===== src/tdfsm_pkg.sv =====
// ----------------------------------------------------------------------------
// tdfsm_pkg
// shared types and constants of the table driven state machine engine
// ----------------------------------------------------------------------------
package tdfsm_pkg;

    localparam int EVENT_ENTRIES = 16;
    localparam int TIMED_ENTRIES = 8;
    localparam int STATE_BITS    = 4;
    localparam int EVENT_BITS    = 8;
    localparam int EIDX_BITS     = $clog2(EVENT_ENTRIES);
    localparam int TIDX_BITS     = $clog2(TIMED_ENTRIES);
    localparam int QUEUE_DEPTH   = 2;

    localparam logic [1:0] OP_ADD_EVENT = 2'd0;
    localparam logic [1:0] OP_ADD_TIMED = 2'd1;
    localparam logic [1:0] OP_TRIGGER   = 2'd2;
    localparam logic [1:0] OP_RUN       = 2'd3;

    localparam logic [2:0] KIND_INITIAL = 3'd0;
    localparam logic [2:0] KIND_RUN     = 3'd1;
    localparam logic [2:0] KIND_EVENT   = 3'd2;
    localparam logic [2:0] KIND_TIMED   = 3'd3;
    localparam logic [2:0] KIND_NOMATCH = 3'd4;
    localparam logic [2:0] KIND_LOADOK  = 3'd5;
    localparam logic [2:0] KIND_FULL    = 3'd6;

    typedef struct packed {
        logic [1:0]            operation;
        logic [STATE_BITS-1:0] from_state;
        logic [STATE_BITS-1:0] to_state;
        logic [EVENT_BITS-1:0] event_code;
        logic [31:0]           interval;
        logic [31:0]           current_time;
    } cmd_t;

    typedef struct packed {
        logic [2:0]            kind;
        logic [STATE_BITS-1:0] prior;
        logic [STATE_BITS-1:0] after;
        logic [3:0]            index;
        logic                  last;
    } res_t;

endpackage


===== src/tdfsm_queue.sv =====
// ----------------------------------------------------------------------------
// tdfsm_queue
// short command queue between the front and back parts
// ----------------------------------------------------------------------------
module tdfsm_queue (
    input  logic              aclk,
    input  logic              aresetn,
    input  logic              wr_valid,
    output logic              wr_ready,
    input  tdfsm_pkg::cmd_t   wr_data,
    output logic              rd_valid,
    input  logic              rd_ready,
    output tdfsm_pkg::cmd_t   rd_data
);
    import tdfsm_pkg::*;

    cmd_t mem_reg [QUEUE_DEPTH];
    logic wp_reg, rp_reg;
    logic [1:0] cnt_reg;

    assign wr_ready = cnt_reg != 2'd2;
    assign rd_valid = cnt_reg != 2'd0;
    assign rd_data  = mem_reg[rp_reg];

    always_ff @(posedge aclk) begin
        if (wr_valid && wr_ready) begin
            mem_reg[wp_reg] <= wr_data;
        end
        if (!aresetn) begin
            wp_reg  <= 1'b0;
            rp_reg  <= 1'b0;
            cnt_reg <= 2'd0;
        end else begin
            if (wr_valid && wr_ready) wp_reg <= ~wp_reg;
            if (rd_valid && rd_ready) rp_reg <= ~rp_reg;
            cnt_reg <= cnt_reg + {1'b0, wr_valid && wr_ready} - {1'b0, rd_valid && rd_ready};
        end
    end
endmodule


===== src/tdfsm_back.sv =====
// ----------------------------------------------------------------------------
// tdfsm_back
// executes commands: table loads, event search and timed walk
// ----------------------------------------------------------------------------
module tdfsm_back (
    input  logic                             aclk,
    input  logic                             aresetn,
    input  logic                             cfg_we,
    input  logic [tdfsm_pkg::STATE_BITS-1:0] cfg_data,
    input  logic                             cmd_valid,
    output logic                             cmd_ready,
    input  tdfsm_pkg::cmd_t                  cmd,
    output logic                             res_valid,
    input  logic                             res_ready,
    output tdfsm_pkg::res_t                  res
);
    import tdfsm_pkg::*;

    localparam logic [2:0] ST_IDLE  = 3'd0;
    localparam logic [2:0] ST_EVENT = 3'd1;
    localparam logic [2:0] ST_TIMED = 3'd2;
    localparam logic [2:0] ST_ARM   = 3'd3;
    localparam logic [2:0] ST_OUT   = 3'd4;

    logic [2:0] st_reg;
    logic [STATE_BITS-1:0] init_reg, cs_reg;
    logic started_reg;
    logic [EIDX_BITS:0] ecnt_reg;
    logic [TIDX_BITS:0] tcnt_reg;
    logic [STATE_BITS-1:0] ev_from [EVENT_ENTRIES];
    logic [STATE_BITS-1:0] ev_to   [EVENT_ENTRIES];
    logic [EVENT_BITS-1:0] ev_code [EVENT_ENTRIES];
    logic [STATE_BITS-1:0] tm_from [TIMED_ENTRIES];
    logic [STATE_BITS-1:0] tm_to   [TIMED_ENTRIES];
    logic [31:0]           tm_int  [TIMED_ENTRIES];
    logic [31:0]           tm_start_reg [TIMED_ENTRIES];
    logic [TIMED_ENTRIES-1:0] tm_armed_reg;
    cmd_t cmd_reg;
    logic [EIDX_BITS:0] i_reg;
    logic [TIDX_BITS:0] arm_reg;
    logic [2:0] ret_reg;
    logic [STATE_BITS-1:0] arm_state_reg;
    logic out_v_reg;
    logic held_reg;
    res_t out_reg;

    logic [EIDX_BITS-1:0] ei;
    logic [TIDX_BITS-1:0] ti, ai;
    logic [31:0] elapsed;
    logic fire;

    assign ei = i_reg[EIDX_BITS-1:0];
    assign ti = i_reg[TIDX_BITS-1:0];
    assign ai = arm_reg[TIDX_BITS-1:0];
    assign elapsed = cmd_reg.current_time - tm_start_reg[ti];
    assign fire = tm_from[ti] == cs_reg && tm_armed_reg[ti] && elapsed >= tm_int[ti];
    assign cmd_ready = st_reg == ST_IDLE && !out_v_reg;
    assign res_valid = out_v_reg;
    assign res = out_reg;

    always_ff @(posedge aclk) begin
        if (!aresetn) begin
            st_reg       <= ST_IDLE;
            init_reg     <= '0;
            cs_reg       <= '0;
            started_reg  <= 1'b0;
            ecnt_reg     <= '0;
            tcnt_reg     <= '0;
            tm_armed_reg <= '0;
            out_v_reg    <= 1'b0;
            held_reg     <= 1'b0;
            for (int k = 0; k < TIMED_ENTRIES; k++) tm_start_reg[k] <= '0;
        end else begin
            if (out_v_reg && res_ready) out_v_reg <= 1'b0;
            if (cfg_we) begin
                init_reg <= cfg_data;
                if (!started_reg) cs_reg <= cfg_data;
            end
            unique case (st_reg)
                ST_IDLE: begin
                    if (cmd_valid && !out_v_reg) begin
                        cmd_reg <= cmd;
                        i_reg   <= '0;
                        out_reg.prior <= cs_reg;
                        out_reg.after  <= cs_reg;
                        out_reg.index  <= '0;
                        out_reg.last   <= 1'b1;
                        unique case (cmd.operation)
                            OP_ADD_EVENT: begin
                                out_v_reg <= 1'b1;
                                if (ecnt_reg < EVENT_ENTRIES) begin
                                    ev_from[ecnt_reg[EIDX_BITS-1:0]] <= cmd.from_state;
                                    ev_to[ecnt_reg[EIDX_BITS-1:0]]   <= cmd.to_state;
                                    ev_code[ecnt_reg[EIDX_BITS-1:0]] <= cmd.event_code;
                                    out_reg.kind  <= KIND_LOADOK;
                                    out_reg.index <= 4'(ecnt_reg);
                                    ecnt_reg <= ecnt_reg + 1'b1;
                                end else begin
                                    out_reg.kind <= KIND_FULL;
                                end
                            end
                            OP_ADD_TIMED: begin
                                out_v_reg <= 1'b1;
                                if (tcnt_reg < TIMED_ENTRIES) begin
                                    tm_from[tcnt_reg[TIDX_BITS-1:0]] <= cmd.from_state;
                                    tm_to[tcnt_reg[TIDX_BITS-1:0]]   <= cmd.to_state;
                                    tm_int[tcnt_reg[TIDX_BITS-1:0]]  <= cmd.interval;
                                    tm_start_reg[tcnt_reg[TIDX_BITS-1:0]] <= '0;
                                    tm_armed_reg[tcnt_reg[TIDX_BITS-1:0]] <= 1'b0;
                                    out_reg.kind  <= KIND_LOADOK;
                                    out_reg.index <= 4'(tcnt_reg);
                                    tcnt_reg <= tcnt_reg + 1'b1;
                                end else begin
                                    out_reg.kind <= KIND_FULL;
                                end
                            end
                            OP_TRIGGER: begin
                                if (started_reg) begin
                                    st_reg <= ST_EVENT;
                                end else begin
                                    out_reg.kind <= KIND_NOMATCH;
                                    out_v_reg <= 1'b1;
                                end
                            end
                            default: begin
                                out_reg.last  <= 1'b0;
                                if (!started_reg) begin
                                    started_reg  <= 1'b1;
                                    out_v_reg    <= 1'b1;
                                    out_reg.kind <= KIND_INITIAL;
                                    st_reg       <= ST_OUT;
                                end else begin
                                    out_reg.kind <= KIND_RUN;
                                    held_reg     <= 1'b1;
                                    st_reg       <= ST_TIMED;
                                end
                            end
                        endcase
                    end
                end
                ST_EVENT: begin
                    if (i_reg >= ecnt_reg) begin
                        out_reg.kind <= KIND_NOMATCH;
                        out_reg.last <= 1'b1;
                        out_v_reg    <= 1'b1;
                        st_reg       <= ST_IDLE;
                    end else if (ev_from[ei] == cs_reg && ev_code[ei] == cmd_reg.event_code) begin
                        out_reg.kind   <= KIND_EVENT;
                        out_reg.prior <= cs_reg;
                        out_reg.after  <= ev_to[ei];
                        out_reg.index  <= 4'(i_reg);
                        out_reg.last   <= 1'b1;
                        cs_reg         <= ev_to[ei];
                        arm_state_reg  <= ev_to[ei];
                        arm_reg        <= '0;
                        ret_reg        <= ST_IDLE;
                        st_reg         <= ST_ARM;
                    end else begin
                        i_reg <= i_reg + 1'b1;
                    end
                end
                ST_OUT: begin
                    if (!out_v_reg) begin
                        out_reg.kind <= KIND_RUN;
                        held_reg     <= 1'b1;
                        st_reg       <= ST_TIMED;
                    end
                end
                ST_TIMED: begin
                    if (!out_v_reg) begin
                        if (i_reg >= tcnt_reg) begin
                            out_reg.last <= 1'b1;
                            out_v_reg    <= 1'b1;
                            held_reg     <= 1'b0;
                            st_reg       <= ST_IDLE;
                        end else if (fire && held_reg) begin
                            // send the held item before building the next one
                            out_v_reg <= 1'b1;
                            held_reg  <= 1'b0;
                        end else begin
                            i_reg <= i_reg + 1'b1;
                            if (tm_from[ti] == cs_reg) begin
                                if (!tm_armed_reg[ti]) begin
                                    tm_armed_reg[ti] <= 1'b1;
                                    tm_start_reg[ti] <= cmd_reg.current_time;
                                end else if (elapsed >= tm_int[ti]) begin
                                    out_reg.kind   <= KIND_TIMED;
                                    out_reg.prior <= cs_reg;
                                    out_reg.after  <= tm_to[ti];
                                    out_reg.index  <= 4'(ti);
                                    out_reg.last   <= 1'b0;
                                    held_reg       <= 1'b1;
                                    cs_reg         <= tm_to[ti];
                                    arm_state_reg  <= tm_to[ti];
                                    arm_reg        <= '0;
                                    ret_reg        <= ST_TIMED;
                                    st_reg         <= ST_ARM;
                                end
                            end
                        end
                    end
                end
                ST_ARM: begin
                    if (arm_reg >= tcnt_reg) begin
                        if (ret_reg == ST_TIMED) begin
                            tm_armed_reg[ti - 1'b1] <= 1'b0;
                            tm_start_reg[ti - 1'b1] <= '0;
                        end else begin
                            out_v_reg <= 1'b1;
                        end
                        st_reg    <= ret_reg;
                    end else begin
                        if (tm_from[ai] == arm_state_reg) begin
                            tm_armed_reg[ai] <= 1'b1;
                            tm_start_reg[ai] <= cmd_reg.current_time;
                        end
                        arm_reg <= arm_reg + 1'b1;
                    end
                end
                default: st_reg <= ST_IDLE;
            endcase
        end
    end
endmodule


===== src/tdfsm_front.sv =====
// ----------------------------------------------------------------------------
// tdfsm_front
// input stage: registers the item and does not alter its fields
// ----------------------------------------------------------------------------
module tdfsm_front (
    input  logic              aclk,
    input  logic              aresetn,
    input  logic              in_valid,
    output logic              in_ready,
    input  tdfsm_pkg::cmd_t   in_cmd,
    output logic              q_valid,
    input  logic              q_ready,
    output tdfsm_pkg::cmd_t   q_cmd
);
    import tdfsm_pkg::*;

    logic v_reg;
    cmd_t c_reg;

    assign in_ready = !v_reg || q_ready;
    assign q_valid  = v_reg;
    assign q_cmd    = c_reg;

    always_ff @(posedge aclk) begin
        if (in_valid && in_ready) begin
            c_reg <= in_cmd;
        end
        if (!aresetn) begin
            v_reg <= 1'b0;
        end else if (in_ready) begin
            v_reg <= in_valid;
        end
    end
endmodule


===== src/table_driven_fsm_with_timed_transitions_top.sv =====
// ----------------------------------------------------------------------------
// table_driven_fsm_with_timed_transitions_top
// programmable state machine with event and timed transition tables
//
//   channel  direction  handshake
//   s_       in         s_valid / s_ready
//   m_       out        m_valid / m_ready
//   cfg      in         cfg_we, no wait
//
// a load answers once the input item has passed the front register, the
// queue and the back part; a trigger walks the event table one entry per cycle
// and on a match adds an arming sweep over the timed entries; a run walks the
// timed entries one per cycle while no result item waits on m_ready, and each
// firing adds an arming sweep over the timed entries.
// reset is synchronous active low and clears counts and armed bits at once.
// the sequencer in the back part stalls while a result item waits on m_ready.
// ----------------------------------------------------------------------------
module table_driven_fsm_with_timed_transitions_top (
    input  logic        aclk,
    input  logic        aresetn,
    input  logic        cfg_we,
    input  logic [3:0]  cfg_data,
    input  logic        s_valid,
    output logic        s_ready,
    input  logic [1:0]  s_operation,
    input  logic [3:0]  s_from_state,
    input  logic [3:0]  s_to_state,
    input  logic [7:0]  s_event_code,
    input  logic [31:0] s_interval,
    input  logic [31:0] s_current_time,
    output logic        m_valid,
    input  logic        m_ready,
    output logic [2:0]  m_result_kind,
    output logic [3:0]  m_state_before,
    output logic [3:0]  m_state_after,
    output logic [3:0]  m_entry_index,
    output logic        m_last
);
    import tdfsm_pkg::*;

    cmd_t in_cmd, f_cmd, b_cmd;
    logic f_valid, f_ready, b_valid, b_ready;
    res_t res;

    assign in_cmd = '{operation: s_operation, from_state: s_from_state,
                      to_state: s_to_state, event_code: s_event_code,
                      interval: s_interval, current_time: s_current_time};

    tdfsm_front u_front (
        .aclk, .aresetn, .in_valid(s_valid), .in_ready(s_ready), .in_cmd,
        .q_valid(f_valid), .q_ready(f_ready), .q_cmd(f_cmd)
    );

    tdfsm_queue u_queue (
        .aclk, .aresetn, .wr_valid(f_valid), .wr_ready(f_ready), .wr_data(f_cmd),
        .rd_valid(b_valid), .rd_ready(b_ready), .rd_data(b_cmd)
    );

    tdfsm_back u_back (
        .aclk, .aresetn, .cfg_we, .cfg_data, .cmd_valid(b_valid), .cmd_ready(b_ready),
        .cmd(b_cmd), .res_valid(m_valid), .res_ready(m_ready), .res
    );

    assign m_result_kind  = res.kind;
    assign m_state_before = res.prior;
    assign m_state_after  = res.after;
    assign m_entry_index  = res.index;
    assign m_last         = res.last;
endmodule

===== config.mk =====
export PLATFORM = sky130hd
export DESIGN_NAME = table_driven_fsm_with_timed_transitions_top
export DESIGN_NICKNAME = d
export VERILOG_FILES = /design/src/tdfsm_pkg.sv /design/src/tdfsm_queue.sv /design/src/tdfsm_back.sv /design/src/tdfsm_front.sv /design/src/table_driven_fsm_with_timed_transitions_top.sv
export SDC_FILE = /design/constraint.sdc
export NUM_CORES = 1
export LEC_CHECK = 0
export CORE_MARGIN = 5
export CORE_UTILIZATION = 58
export CTS_BUF_LIST = sky130_fd_sc_hd__clkbuf_4 sky130_fd_sc_hd__clkbuf_8
export CTS_CLUSTER_DIAMETER = 60
export DETAILED_ROUTE_END_ITERATION = 12
export DONT_BUFFER_PORTS = 1
export PLACE_DENSITY_LB_ADDON = 0.05
export REMOVE_ABC_BUFFERS = 1
export SLEW_MARGIN = 30
export SYNTH_ARGS = -nofsm -noshare
export SYNTH_HDL_FRONTEND = slang
export SYNTH_SLANG_ARGS = --single-unit

===== constraint.sdc =====
create_clock -name aclk -period 8 [get_ports aclk]
set_clock_uncertainty 0.1 [all_clocks]
set_input_delay 1.6 -clock aclk [delete_from_list [all_inputs] [get_ports aclk]]
set_output_delay 1.6 -clock aclk [all_outputs]
set_load 0.01 [all_outputs]

Yosys cells after proc, flatten, opt, wreduce, memory -nomap -nowiden
Memories as Yosys holds them, arrays and structs flattened. A register that Yosys moved wholly into a read port is not among the register bits.
Cells that the tools add are included.

storage, ports and cells
  bits in writable memories = 996
  logic and storage cells = 340
  bits of input ports = 91
  output and inout port bits = 18
  memories = 8
  flip-flop bits (word level) = 186

cells by class
  muxes and demuxes = 184
  add/subtract/negate cells = 8
  equality and inequality tests = 43
  reductions and logical operators = 45
  $lt $le $gt $ge = 14
  bitwise gates (word level) = 9

memory list
  memory               depth  bits a word  rd ports  clocked after memory_dff  write ports  RTL line           text
  u_back.tm_int        8      32           1         1                         1            tdfsm_back.sv:35   logic [31:0] tm_int [TIMED_ENTRIES];
  u_back.tm_start_reg  8      32           1         1                         8            tdfsm_back.sv:36   logic [31:0] tm_start_reg [TIMED_ENTRIES];
  u_queue.mem_reg      2      82           1         1                         1            tdfsm_queue.sv:17  cmd_t mem_reg [QUEUE_DEPTH];
  u_back.ev_code       16     8            1         1                         1            tdfsm_back.sv:32   logic [EVENT_BITS-1:0] ev_code [EVENT_ENTRIES];
  u_back.ev_from       16     4            1         1                         1            tdfsm_back.sv:30   logic [STATE_BITS-1:0] ev_from [EVENT_ENTRIES];
  u_back.ev_to         16     4            1         1                         1            tdfsm_back.sv:31   logic [STATE_BITS-1:0] ev_to [EVENT_ENTRIES];
  +2 memories          -      -            -         -                         -            -

operators with widths
  cell                                                                     count
  32-bit 2-to-1 mux                                                        4
  4-bit 2-to-1 mux                                                         32
  32-bit OR reduction                                                      4
  16-bit 2-to-1 mux                                                        7
  3-bit 2-to-1 mux                                                         33
  8-bit 2-to-1 mux                                                         11
  1-bit 2-to-1 mux                                                         68
  11-bit AND reduction                                                     4
  13-bit case mux with 3 select lines                                      1
  32-bit greater-or-equal comparator                                       1
  32-bit subtractor                                                        1
  5-bit 2-to-1 mux                                                         6
  2-bit inequality test, second input constant                             14
  4-bit case mux with 2 select lines                                       3
  8-bit case mux with 3 select lines                                       1
  9-bit AND reduction                                                      2
  8-bit AND                                                                2
  3-bit by 4-bit < comparator with 1-bit output, second input constant     4
  8-bit inverter                                                           2
  8-bit bitwise OR                                                         2
  15-bit 2-to-1 mux                                                        1
  3-bit by 1-bit inequality test with 1-bit output, second input constant  5
  3-bit case mux with 5 select lines                                       1
  5-bit case mux with 3 select lines                                       1
  other kinds (48)                                                         93

Logic depth before layout (Yosys ltp)
Gate-level depths: netlist of the first run.

  word-level depth = 15
  gate-level depth with buffers = 31

Cells and area by module
From an unflattened synthesis of the first run, not the netlist that was laid out.

unflattened totals
  cell total of the unflattened synthesis = 2,820
  area total of the unflattened synthesis = 50,231.9 µm²

modules (own cells, without submodules)
  module       cells an instance  area an instance (µm²)  times used
  tdfsm_back   2,454              41,158.2                1
  tdfsm_queue  279                6,553.8                 1
  tdfsm_front  87                 2,519.9                 1

Worst setup path before layout of the first run
OpenSTA, ideal clock, no wires.

  path type = register to register
  from = reg (tool-made name)
  to = reg u_back.out_reg, in the netlist u_back.res[10] (enable)
  path buffers = 7
  path slack = -0.764 ns
  data required time = 7.451 ns
  arrival time = 8.216 ns
  library setup time = 0.449 ns
  clock period less this slack = 8.764 ns
  cell stages (with the launch flop) = 27
  cell sequence = dfxtp_1 -> buf_4 -> buf_2 -> buf_2 -> buf_2 -> clkbuf_1 -> buf_2 -> buf_2 -> mux4_2 -> mux2i_1 -> fa_1 -> a21o_1 -> nand4_1 -> a21oi_1 -> o2111ai_1 -> a31oi_1 -> a31oi_1 -> o41ai_1 -> a21oi_1 -> xnor2_1 -> ha_1 -> nand3_1 -> a2111oi_0 -> o21ai_0 -> o211ai_1 -> o21ai_0 -> a2111oi_0

RTL lines
  item              RTL line          text
  end: declaration  tdfsm_back.sv:45  res_t out_reg;

==> flow_summary.rst, run 1 <==
.. list-table::
   :header-rows: 1

   * - Metric
     - Value
   * - Status
     - complete, no violations
   * - PnR Total Power
     - 18700 uW
   * - Slowest library cell on the worst path
     - sky130_fd_sc_hd__dfxtp_4
   * - Total gr overflow
     - 0
   * - Synth Register Bits
     - 1188
   * - Hold Path Class
     - reg2reg
   * - Fraction of the mapped netlist area in adder cells
     - 2.23%
   * - Wire length of the first global-routing pass
     - 174000 um
   * - Number of synthesized flops with an enable pin
     - 1148
   * - Total of warnings raised by yosys
     - 0
   * - Synth-to-Final Area Change
     - 10.3%
   * - Half-perimeter wire length of the detailed placement result
     - 69700 um
   * - Critical path capture point type
     - register
   * - Worst path max stage delay
     - 0.70 ns
   * - First-iteration detailed-routing DRC count
     - about 2700
   * - Number of buffers created by CTS
     - 187
   * - Crit path kind
     - reg2reg
   * - Buffer cell driving the clock tree root
     - sky130_fd_sc_hd__clkbuf_8
   * - Worst setup margin
     - just over 0.5 ns
   * - Die area
     - approximately 90000 um^2
   * - Cells after Synth
     - 2911
   * - CTS tree
     - done
   * - Total iterations of the first detailed-routing run
     - 6
   * - Routability cong.
     - roughly 0.9
   * - RSZ-0062 raised after global routing
     - false
   * - Max-slew headroom at the worst pin
     - about a third
   * - Clock Tree Buf Depth
     - 3
   * - Slew at the pin closest to its max-slew limit
     - 1.02 ns
   * - Top library cells by usage in the layout, fill and taps aside
     - sky130_fd_sc_hd__edfxtp_1, sky130_fd_sc_hd__nor2_1, sky130_fd_sc_hd__clkbuf_8
   * - Max-slew violations
     - 0
   * - Dominant combinational cell family by area after synthesis
     - multiplexers
   * - Clock edge transition at the registers on the reported setup and hold paths
     - 0.06 ns
   * - Ys flop type
     - sky130_fd_sc_hd__edfxtp_1
   * - Via count
     - between 20000 and 30000
   * - Starting utilization of the core area
     - between 50% and 60%
   * - Share of async-settable or async-resettable flops after synthesis
     - 0%
   * - Sort of element at the start of the critical path
     - register
   * - Required time worst endpoint
     - approximately 8.4 ns
   * - Number of primary I/O pins
     - 109
   * - CP max FO
     - 28
   * - Maxcap violations
     - 0
   * - DRC viols
     - 0
   * - Hold Fails Final Rpt
     - 0
   * - Synthesized-area fraction occupied by ao, oa, aoi and oai cells
     - 4.53%
   * - Htree depth
     - 4
   * - Port Buf Inserts
     - 0
   * - Clock latency of the later-clocked register in the worst-skew pair
     - about 0.85 ns
   * - Maximum clock frequency
     - 133 MHz
   * - Average detailed-routed wire length per instance
     - 27.0 um
   * - X dimension of the die
     - 303 um
   * - Worst path arrival time
     - 7.94 ns
   * - Period utilization
     - about 94%
   * - Number of core rows
     - 107
   * - Total placed instance area
     - roughly 51000 um^2
   * - Synthesized cell area
     - 49600 um^2
   * - Count of distinct cell types in the synthesized netlist
     - approximately 80
   * - Summed area of non-filler cells in the final layout
     - 54800 um^2
   * - Proportion of synthesized chip area in sequential cells
     - 71.1%
   * - Worst Setup Slack post-DPL
     - between 0.5 and 0.6 ns
   * - Power Density
     - 342 nW/um^2
   * - Crit path buf inv count
     - 2
   * - Core area
     - between 80000 and 90000 um^2
   * - Family with the most delay on the worst path
     - compound AO/OA/AOI/OAI gates
   * - Vias/cell
     - 6.24
   * - Maximum number of pins on one net before global-route repair
     - 63
   * - Die Y-Extent
     - 303 um
   * - Fraction of final layout cells sized beyond drive strength 1
     - around 22%
   * - Via count of the first global-routing pass
     - 27700
   * - Setup Total Neg Slack
     - 0 ns
   * - Leakage power total
     - about 0.018 uW
   * - Core utilization of the finished layout
     - 64.4%
   * - Routed WL
     - 117000 um
   * - Antenna violations before repair
     - 2
   * - Period minus WS final
     - 7.49 ns
   * - Post-synthesis share of cell area spent on xor and xnor gates
     - 1.02%
   * - Post-synthesis area per instance
     - 17.1 um^2
   * - Count of antenna-violating nets left after detailed routing
     - 0
   * - CTS Sinks
     - 1188
   * - Post-Synth Simple-Gate Area
     - under 10%
   * - Worst vdd rail ir drop
     - 0.189 mV
   * - # nets final
     - between 3000 and 4000
   * - Endpoints failing setup
     - 0
   * - Cell breakdown of the critical path
     - buf_4, mux4_2, mux2i_1, ha_1, a21o_1, nand4_1, a21oi_1, o2111ai_1, a31oi_1, a31oi_1, o41ai_1, a21oi_1, xnor2_1, ha_1, nand3_1, a2111oi_0, o21ai_0, o211ai_1, o21ai_0, nor3_1, o221ai_1, or3_4, inv_1
   * - Number of hold buffers added after cts
     - 0
   * - Most common cell after layout, fill and taps aside
     - sky130_fd_sc_hd__edfxtp_1
   * - Combined global-route utilization of all metal layers
     - 25.8%
   * - Share of synthesized area spent on multiplexers
     - roughly 14%
[layout make-up]
cell class / instances / area, um^2
Antenna cell: 3 / 7.51
Sequential cell: 1188 / 35300
Clock buffer: 260 / 3130
Inverter: 32 / 120
Fill cell: 6034 / 30300
Clock inverter: 80 / 479
Multi-Input combinational cell: 1547 / 13800
Timing Repair Buffer: 70 / 542
Tap cell: 1144 / 1430
[Yosys cell counts (all sizes together) (4+ instances only)]
cell	number	area [um^2]
a21boi	7	52.6
nand2b	18	113
a21o	23	173
dfxtp	40	801
o31ai	8	60.1
o311a	4	40.0
and3	14	87.6
inv	32	120
o21ai	43	215
nand3	28	140
nand2	129	484
a32oi	4	50.1
and2	14	87.6
o221ai	4	35.0
mux4	184	4140
o22ai	14	87.6
a221o	5	50.1
nor2b	14	87.6
clkbuf	73	274
ha	87	1090
nor3b	4	35.0
or3	14	92.6
a31oi	23	156
a22oi	18	140
nor3	59	295
o211ai	13	97.6
a211o	4	35.0
a21oi	75	379
o21a	8	60.1
mux2i	146	1470
mux2	112	1260
or2	4	25.0
a22o	14	123
o21bai	8	60.1
xnor2	39	342
nand4	12	75.1
xor2	19	166
edfxtp	1148	34500
a221oi	5	43.8
buf	71	394
nor2	312	1170
a211oi	13	115
[routing by layer]
metal / routed length [um] / GRT usage [%] / share of wire (%) / vias to the layer above
met5: 0 / 0 / 0 / -
met4: 2890 / 8.04 / 2.5 / 0
met3: 8300 / 4.81 / 7.1 / 196
met2: 54300 / 39.4 / 47 / 1137
met1: 51200 / 38.5 / 44 / 13900
li1: - / - / - / 11700
[stage by stage]
| step | hold slack, ns | instances |
|---|---|---|
| after floorplan | 0.321 | 2767 |
| after CTS | 0.333 | 4321 |
| after global placement | 0.322 | 3981 |
| final | 0.336 | 4324 |
| after global routing | 0.349 | 4322 |
| after detailed placement | 0.331 | 3981 |
[path summary, 6_finish.rpt]
check | start | depth (start not counted) | slack, ns | to
worst min-delay path | u_front.q_cmd[35] | 0 | 0.34 | u_queue.mem_reg[0][35]
worst min register to register | u_front.q_cmd[35] | 0 | 0.34 | u_queue.mem_reg[0][35]
worst max register to register | register | 23 | 0.51 | u_back.arm_reg[2]
worst max-delay path | register | 23 | 0.51 | u_back.arm_reg[2]
[logic make-up after synthesis]
logic type      after synthesis
compound gates              319
xor+xnor                     58
fa+ha+maj                    88
buf+inv                     176
flops                      1188
mux                         442
simple gates                640
[timing repair]
item	CTS	global route
buffers inserted	0	0
resized for setup	0	1
setup endpoints to repair	0	4
[where the power goes]
group	internal, uW	switching [uW]
clock	2610	2330
combinational	2500	3510
sequential	7380	387
total	12500	6230
Power figures use the tool's default switching activity.
==> run 2, diff against run 1 <==
--- a/config.mk
+++ b/config.mk
@@ -6,7 +6,7 @@
 export NUM_CORES = 1
 export LEC_CHECK = 0
 export CORE_MARGIN = 5
-export CORE_UTILIZATION = 58
+export CORE_UTILIZATION = 35
 export CTS_BUF_LIST = sky130_fd_sc_hd__clkbuf_4 sky130_fd_sc_hd__clkbuf_8
 export CTS_CLUSTER_DIAMETER = 60
 export DETAILED_ROUTE_END_ITERATION = 12
==> run 2 against run 1 <==
  * Hold slack better by 0.0044 ns
  * Worst setup slack improved by 0.11 ns
  * Maximum frequency increased by 1.6%
  * Critical path type unchanged
==> flow_summary.rst, run 2 (synthesized netlist as in run 1, its figures left out) <==
.. list-table::
   :header-rows: 1

   * - Metric
     - Value
   * - Status
     - complete, no violations
   * - Worst path arrival time
     - 7.90 ns (-0.04 ns)
   * - Endpoints failing setup
     - 0 (unchanged)
   * - Setup Total Neg Slack
     - 0 ns (unchanged)
   * - Vias/cell
     - 5.25 (-16%)
   * - Required time worst endpoint
     - 8.52 ns (+0.08 ns)
   * - Sequential share of power
     - 39.4% (-2.1 points)
   * - Total placed instance area
     - 52200 um^2 (+2.1%)
   * - Synth-to-Final Area Change
     - 13.4%
   * - Half-perimeter wire length of the detailed placement result
     - 81600 um (+17%)
   * - PnR Total Power
     - 19600 uW (+4.5%)
   * - Hold Fails Final Rpt
     - 0 (unchanged)
   * - Max-slew violations
     - 0 (unchanged)
   * - Starting utilization of the core area
     - 35.1% (-23 points)
   * - Maximum clock frequency
     - 136 MHz (+1.6%)
   * - Combinational group share of total power
     - 32.4% (+0.3 points)
   * - Worst setup path endpoint
     - u_back.arm_reg[3]
   * - Core area
     - 141000 um^2 (+66%)
   * - Fraction of final layout cells sized beyond drive strength 1
     - 23.6% (+1.2 points)
   * - RSZ-0062 raised after global routing
     - false
   * - First-iteration detailed-routing DRC count
     - 1969 (-28%)
   * - Wire length of the first global-routing pass
     - 199000 um (+14%)
   * - Routed WL
     - 137000 um (+17%)
   * - Top library cells by usage in the layout, fill and taps aside
     - sky130_fd_sc_hd__edfxtp_1, sky130_fd_sc_hd__nor2_1, sky130_fd_sc_hd__clkbuf_8
   * - Number of hold buffers added after cts
     - 0 (unchanged)
   * - Routability cong.
     - 0.801 (-9.8%)
   * - Htree depth
     - 4 (unchanged)
   * - Pint
     - 12900 uW (+3.5%)
   * - Total gr overflow
     - 0 (unchanged)
   * - Via count
     - 26900 (-0.28%)
   * - Max-slew headroom at the worst pin
     - 35.3% (+3.5 points)
   * - Die Y-Extent
     - 387 um (+28%)
   * - R2r worst-path depth
     - 23 (unchanged)
   * - Most common cell after layout, fill and taps aside
     - sky130_fd_sc_hd__edfxtp_1
   * - Summed area of non-filler cells in the final layout
     - 56300 um^2 (+2.9%)
   * - Period utilization
     - 92.3% (-1.4 points)
   * - Number of buffers created by CTS
     - 208 (+11%)
   * - Clock edge transition at the registers on the reported setup and hold paths
     - 0.06 ns (about the same)
   * - Crit path kind
     - reg2reg
   * - Port Buf Inserts
     - 0 (unchanged)
   * - Number of primary I/O pins
     - 109 (unchanged)
   * - Leakage power total
     - 0.0184 uW (+1.8%)
   * - Buffer cell driving the clock tree root
     - sky130_fd_sc_hd__clkbuf_8
   * - Switching share of power
     - 33.9% (+0.66 points)
   * - Hold Path Class
     - reg2reg
   * - Critical path capture point type
     - register
   * - Part of the total power dissipated in the clock network
     - 28.2% (+1.8 points)
   * - Average detailed-routed wire length per instance
     - 26.7 um (-0.89%)
   * - Resized cells post-CTS
     - 0 (unchanged)
   * - Antenna violations before repair
     - 3 (+1)
   * - Maxcap violations
     - 0 (unchanged)
   * - Net switching component of the power
     - 6640 uW (+6.6%)
   * - Worst slack on hold paths
     - 0.341 ns (+0.00443 ns)
   * - Power Density
     - 347 nW/um^2 (+1.6%)
   * - Sort of element at the start of the critical path
     - register
   * - Count of antenna-violating nets left after detailed routing
     - 0 (unchanged)
   * - Clock Tree Buf Depth
     - 3 (unchanged)
   * - CTS Sinks
     - 1188 (unchanged)
   * - Die area
     - 149000 um^2 (+63%)
   * - Slack of the worst reg-to-reg path
     - 0.62 ns (+0.11 ns)
   * - Combined global-route utilization of all metal layers
     - 18.2% (-7.6 points)
   * - Worst vdd rail ir drop
     - 0.168 mV (-11%)
   * - Fillers
     - 13000 (+110%)
   * - Via count of the first global-routing pass
     - 28200 (+1.8%)
   * - Slew at the pin closest to its max-slew limit
     - 0.970 ns (-0.0507 ns)
   * - Total iterations of the first detailed-routing run
     - 5 (-1)
   * - X dimension of the die
     - 387 um (+28%)
   * - R2R Path End
     - u_back.arm_reg[3]
   * - CP max FO
     - 13 (-54%)
   * - Number of setup buffers added after CTS
     - 0 (unchanged)
   * - # nets final
     - 3240 (+1.1%)
   * - Maximum number of pins on one net before global-route repair
     - 88 (+40%)
   * - Number of core rows
     - 138 (+29%)
   * - Clock latency of the later-clocked register in the worst-skew pair
     - 0.92 ns (+0.07 ns)
   * - Period minus WS final
     - 7.38 ns (-0.115 ns)
   * - CTS tree
     - done
   * - DRC viols
     - 0 (unchanged)
-- run 2: power groups by stage --
stage,registers (uW),logic [uW],clock network (uW)
2_1_floorplan,8140,4460,0
3_3_place_gp,7860,6340,0
3_5_place_dp,7840,6400,0
4_1_cts,7720,6430,5720
5_1_grt,7740,6960,6010
6_report,7710,6340,5510
-- run 2: cell type report --
type	count	area (um^2)	area share, %
well taps	1890	2360	4.20
multi-input cells	1547	13800	24.4
flip-flops and latches	1188	35300	62.7
repair buffers	84	663	1.18
clock inverters	93	647	1.15
clock buffers	284	3460	6.15
inverters	32	120	0.213
diodes	3	7.51	0.0133
-- run 2: worst min-delay path by stage --
stage	startpoint	end	cells past startpoint
after global routing	u_front.q_cmd[51]	u_queue.mem_reg[0][51]	0
final	u_front.q_cmd[51]	u_queue.mem_reg[1][51]	0
after floorplan	u_front.q_cmd[0]	u_queue.mem_reg[0][0]	0
after detailed placement	u_front.q_cmd[66]	u_queue.mem_reg[1][66]	0
after global placement	u_front.q_cmd[70]	u_queue.mem_reg[0][70]	0
after CTS	u_front.q_cmd[51]	u_queue.mem_reg[1][51]	0
-- run 2: critical path, stage by stage, from the launching register on --
cell and delay (ns):
sky130_fd_sc_hd__dfxtp_4 0.49, sky130_fd_sc_hd__buf_4 0.32, sky130_fd_sc_hd__mux4_2 0.54, sky130_fd_sc_hd__mux2i_1 0.28, sky130_fd_sc_hd__ha_1 0.25, sky130_fd_sc_hd__nand3_1 0.12, sky130_fd_sc_hd__or3b_2 0.45, sky130_fd_sc_hd__a21oi_1 0.18
sky130_fd_sc_hd__o31ai_1 0.14, sky130_fd_sc_hd__a31oi_1 0.40, sky130_fd_sc_hd__a31oi_1 0.26, sky130_fd_sc_hd__o41ai_1 0.42, sky130_fd_sc_hd__a21oi_1 0.14, sky130_fd_sc_hd__xnor2_1 0.15, sky130_fd_sc_hd__ha_1 0.30, sky130_fd_sc_hd__nand3_1 0.12
sky130_fd_sc_hd__nor3_1 0.26, sky130_fd_sc_hd__o211ai_1 0.15, sky130_fd_sc_hd__a31oi_1 0.53, sky130_fd_sc_hd__o21ai_0 0.42, sky130_fd_sc_hd__nor3_1 0.36, sky130_fd_sc_hd__o221ai_1 0.15, sky130_fd_sc_hd__or3_4 0.40, sky130_fd_sc_hd__inv_1 0.15
-- run 2: per-stage QoR --
stage | setup WS (ns) | instances | utilization, %
2_1_floorplan | -5.83 | 2767 | -
3_3_place_gp | 0.681 | 4740 | 36.9
3_5_place_dp | 0.528 | 4741 | 37.0
4_1_cts | 0.483 | 5118 | 39.9
5_1_grt | 0.0330 | 5119 | 39.9
6_report | 0.620 | 5121 | 39.9
-- run 2: metal layers --
layer / GRT usage (%) / routed length, um / part of all wire [%] / vias up
li1: - / - / - / 11800
met1: 26.6 / 65600 / 48 / 14100
met2: 28.1 / 62400 / 46 / 727
met3: 3.07 / 6040 / 4.4 / 201
met4: 4.96 / 2880 / 2.1 / 0
met5: 0 / 0 / 0 / -
==> run 3, diff against run 2 <==
--- a/config.mk
+++ b/config.mk
@@ -16,4 +16,5 @@
 export SLEW_MARGIN = 30
 export SYNTH_ARGS = -nofsm -noshare
 export SYNTH_HDL_FRONTEND = slang
+export SYNTH_HIERARCHICAL = 1
 export SYNTH_SLANG_ARGS = --single-unit
==> run 3 against run 2 <==
  * Global-route usage is 1.0 points lower
  * Core utilization is 0.26 points lower
  * Via count is 2.1% lower
  * Highest routed layer unchanged
  * Final cell count is 1.8% lower
  * Clock power hardly changed
  * Die area is 1.2% higher
  * Worst setup slack better by 0.52 ns
  * Count of clock-buffer cells in the layout is 7 lower
  * Combinational power is 3% higher
  * Register-to-register slack better by 0.52 ns
  * Critical endpoint is now u_back/res[3]
  * Design area is 0.68% higher
==> flow_summary.rst, run 3 <==
.. list-table::
   :header-rows: 1

   * - Metric
     - Value
   * - Status
     - complete, no violations
   * - Cell breakdown of the critical path
     - buf_4, mux4_2, mux2i_1, ha_1, a21oi_1, o21bai_1, or3_1, nor3_1, o21ai_0, a21oi_1, xnor2_1, ha_1, nand2_1, a21oi_1, a221o_1, o21ai_0, buf_4, nor2_1, nand4_1, a211oi_4
   * - Power Density
     - 353 nW/um^2 (+1.6%)
   * - Area used by sequential logic in the layout
     - 35300 um^2 (unchanged)
   * - Pint
     - 13300 uW (+2.7%)
   * - Count of distinct cell types in the synthesized netlist
     - 80 (-2.4%)
   * - Area of combinational cells with multiple inputs
     - 14000 um^2 (+2.0%)
   * - Summed area of non-filler cells in the final layout
     - 56700 um^2 (+0.68%)
   * - Critical path capture point type
     - register
   * - Most area-hungry cell type in the Yosys netlist
     - sky130_fd_sc_hd__edfxtp_1
   * - Number of synthesized flops with an enable pin
     - 1148 (unchanged)
   * - First-iteration detailed-routing DRC count
     - 1661 (-16%)
   * - Number of buffers created by CTS
     - 206 (-0.96%)
   * - Most instantiated library cell after synthesis
     - sky130_fd_sc_hd__edfxtp_1
   * - Post-synthesis area per instance
     - 17.8 um^2 (+4.4%)
   * - Total of warnings raised by yosys
     - 6 (+6)
   * - Worst path max stage delay
     - 0.75 ns (+0.21 ns)
   * - Slew at the pin closest to its max-slew limit
     - 0.958 ns (-0.0118 ns)
   * - Port Buf Inserts
     - 0 (unchanged)
   * - RSZ-0062 raised after global routing
     - false
   * - Most common cell after layout, fill and taps aside
     - sky130_fd_sc_hd__edfxtp_1
   * - Via count of the first global-routing pass
     - 27900 (-1.3%)
   * - Total gr overflow
     - 0 (unchanged)
   * - Top library cells by usage in the layout, fill and taps aside
     - sky130_fd_sc_hd__edfxtp_1, sky130_fd_sc_hd__mux4_2, sky130_fd_sc_hd__clkbuf_8
   * - Area share of the largest cell type after synthesis
     - 68.6% (-0.81 points)
   * - Maximum number of pins on one net before global-route repair
     - 96 (+9.1%)
   * - Core area
     - 143000 um^2 (+1.3%)
   * - Worst slack on hold paths
     - 0.322 ns (-0.0185 ns)
   * - Sort of element at the start of the critical path
     - register
   * - Period utilization
     - 85.7% (-6.5 points)
   * - Met3 usage in global routing
     - 3.21% (+0.15 points)
   * - Synthesized cell area
     - 50200 um^2 (+1.2%)
   * - CP max FO
     - 36 (+23)
   * - Cell types occupying the most area after synthesis
     - sky130_fd_sc_hd__edfxtp_1, sky130_fd_sc_hd__mux4_2, sky130_fd_sc_hd__mux2_4, sky130_fd_sc_hd__ha_1, sky130_fd_sc_hd__mux2i_1
   * - Leakage power total
     - 0.0193 uW (+4.9%)
   * - Maxcap violations
     - 0 (unchanged)
   * - Worst Setup Slack post-DPL
     - 0.804 ns (+0.276 ns)
   * - Wire length of the first global-routing pass
     - 191000 um (-4.0%)
   * - Max-slew headroom at the worst pin
     - 36.0% (+0.64 points)
   * - Crit path kind
     - reg2reg
   * - Switching share of power
     - 33.7% (-0.27 points)
   * - Period minus WS final
     - 6.86 ns (-0.520 ns)
   * - Antenna violations before repair
     - 4 (+1)
   * - Worst path arrival time
     - 7.28 ns (-0.62 ns)
   * - Clock edge transition at the registers on the reported setup and hold paths
     - 0.06 ns (about the same)
   * - Synth Register Bits
     - 1188 (unchanged)
   * - Slowest library cell on the worst path
     - sky130_fd_sc_hd__dfxtp_4
   * - Maximum clock frequency
     - 146 MHz (+7.6%)
   * - Global routing met2 resource utilization
     - 28.7% (+0.62 points)
   * - Number of setup buffers added after CTS
     - 0 (unchanged)
   * - Most used cell, CP
     - sky130_fd_sc_hd__a21oi_1
   * - Sequential share of power
     - 39.7% (+0.3 points)
   * - Starting utilization of the core area
     - 35.1% (-0.055 points)
   * - Endpoints failing setup
     - 0 (unchanged)
   * - Vias/cell
     - 5.24 (-0.24%)
   * - Count of antenna-violating nets left after detailed routing
     - 0 (unchanged)
   * - Clock latency of the later-clocked register in the worst-skew pair
     - 0.92 ns (about the same)
   * - Total iterations of the first detailed-routing run
     - 5 (unchanged)
   * - Fillers
     - 13000 (-0.12%)
   * - Cells after Synth
     - 2820 (-3.1%)
   * - Core utilization of the finished layout
     - 39.6% (-0.26 points)
   * - CTS tree
     - done
   * - X dimension of the die
     - 389 um (+0.57%)
   * - Fraction of final layout cells sized beyond drive strength 1
     - 24.5% (+0.90 points)
   * - Synth-to-Final Area Change
     - 12.9%
   * - Hold Path Class
     - reg2reg
   * - Routed WL
     - 131000 um (-4.6%)
   * - # nets final
     - 3127 (-3.5%)
   * - Worst vdd rail ir drop
     - 0.204 mV (+21%)
   * - Total placed instance area
     - 52500 um^2 (+0.65%)
   * - Max-slew violations
     - 0 (unchanged)
   * - Buffer cell driving the clock tree root
     - sky130_fd_sc_hd__clkbuf_8
   * - Combined global-route utilization of all metal layers
     - 17.1% (-1.0 points)
   * - CTS Sinks
     - 1188 (unchanged)
   * - DRC viols
     - 0 (unchanged)
   * - Met1 track demand over resource
     - 23.2% (-3.5 points)
   * - Resized cells post-CTS
     - 0 (unchanged)
   * - Htree depth
     - 4 (unchanged)
   * - Half-perimeter wire length of the detailed placement result
     - 76100 um (-6.8%)
   * - Setup Total Neg Slack
     - 0 ns (unchanged)
   * - Ys flop type
     - sky130_fd_sc_hd__edfxtp_1
   * - Average detailed-routed wire length per instance
     - 26.0 um (-2.8%)
   * - Die area
     - 151000 um^2 (+1.2%)
   * - Commonest cells post-synth
     - sky130_fd_sc_hd__edfxtp_1, sky130_fd_sc_hd__mux4_2, sky130_fd_sc_hd__nor2_1
   * - Combinational group share of total power
     - 32.6% (+0.2 points)
   * - Via count
     - 26400 (-2.1%)
   * - Slack of the worst reg-to-reg path
     - 1.14 ns (+0.52 ns)
   * - Worst setup margin
     - 1.14 ns (+0.520 ns)
   * - Required time worst endpoint
     - 8.42 ns (-0.10 ns)
   * - Number of core rows
     - 139 (+0.72%)
   * - Part of the total power dissipated in the clock network
     - 27.7% (-0.5 points)
   * - Net switching component of the power
     - 6740 uW (+1.5%)
   * - Most crowded layer after global routing
     - met2
   * - Number of primary I/O pins
     - 109 (unchanged)
   * - Die Y-Extent
     - 389 um (+0.57%)
   * - Routability cong.
     - 0.801 (about the same)
   * - Proportion of synthesized chip area in sequential cells
     - 70.2% (-0.83 points)
   * - Clock Tree Buf Depth
     - 3 (unchanged)
   * - Hold Fails Final Rpt
     - 0 (unchanged)
   * - Share of async-settable or async-resettable flops after synthesis
     - 0% (unchanged)
   * - Number of hold buffers added after cts
     - 0 (unchanged)
[run 3: path summary, 6_finish.rpt]
| path | to | from | cells past startpoint |
|---|---|---|---|
| setup / recovery | u_back/res[3] | register | 20 |
| hold / removal | u_queue/mem_reg[1][68] | u_front/q_cmd[68] | 0 |
| setup reg to reg | u_back/res[3] | register | 20 |
| hold reg to reg | u_queue/mem_reg[1][68] | u_front/q_cmd[68] | 0 |
[run 3: layout make-up]
class                   instances  area share (%)
flip-flops and latches       1188            62.2
clock inverters               104            1.33
inverters                      38           0.252
diodes                          4          0.0177
clock buffers                 277            5.96
well taps                    1903            4.20
repair buffers                 76            1.24
multi-input cells            1438            24.8
[run 3: power groups by stage]
stage                     sequential, uW  clock (uW)  combinational, uW
after floorplan                     8350           0               4850
after global placement              8070           0               6590
after detailed placement            8080           0               6630
after CTS                           7950        5760               6670
after global routing                7990        6070               7150
final                               7940        5540               6530
[run 3: routing by layer]
layer  up-vias  wire, um
met5         -         0
met4         0      2320
met3       195      5880
met2       669     64000
met1     13900     58500
li1      11600         -
[run 3: cells by family (layout without fill, tap and decap cells)]
group / Yosys count / after routing / share of synthesized area (%)
AO/OA/AOI/OAI: 257 / 257 / 3.52
multiplexers: 421 / 421 / 14.7
other: 0 / 4 / 0
adder cells (fa/ha/maj): 88 / 88 / 2.21
XOR/XNOR: 76 / 76 / 1.33
flip-flops: 1188 / 1188 / 70.2
buffers and inverters: 194 / 495 / 2.11
AND/OR/NAND/NOR: 596 / 596 / 5.87
[run 3: worst max-delay path: cells and delay by family, from the launching register on]
family / cells / cell delay [ns]
DFF: 1 / 0.75
AOI/OAI and AO/OA: 8 / 1.80
muxes: 2 / 0.78
adders and majority gates: 2 / 0.68
xor gates and xnor gates: 1 / 0.13
and+or+nand+nor: 5 / 1.26
buffers and inverters: 2 / 0.91
[run 3: through the flow]
stage | std cells | power (uW)
detailed placement | 4643 | 14700
global route | 5027 | 21200
global placement | 4641 | 14700
floorplan | 2664 | 13200
CTS | 5024 | 20400
finish | 5028 | 20000
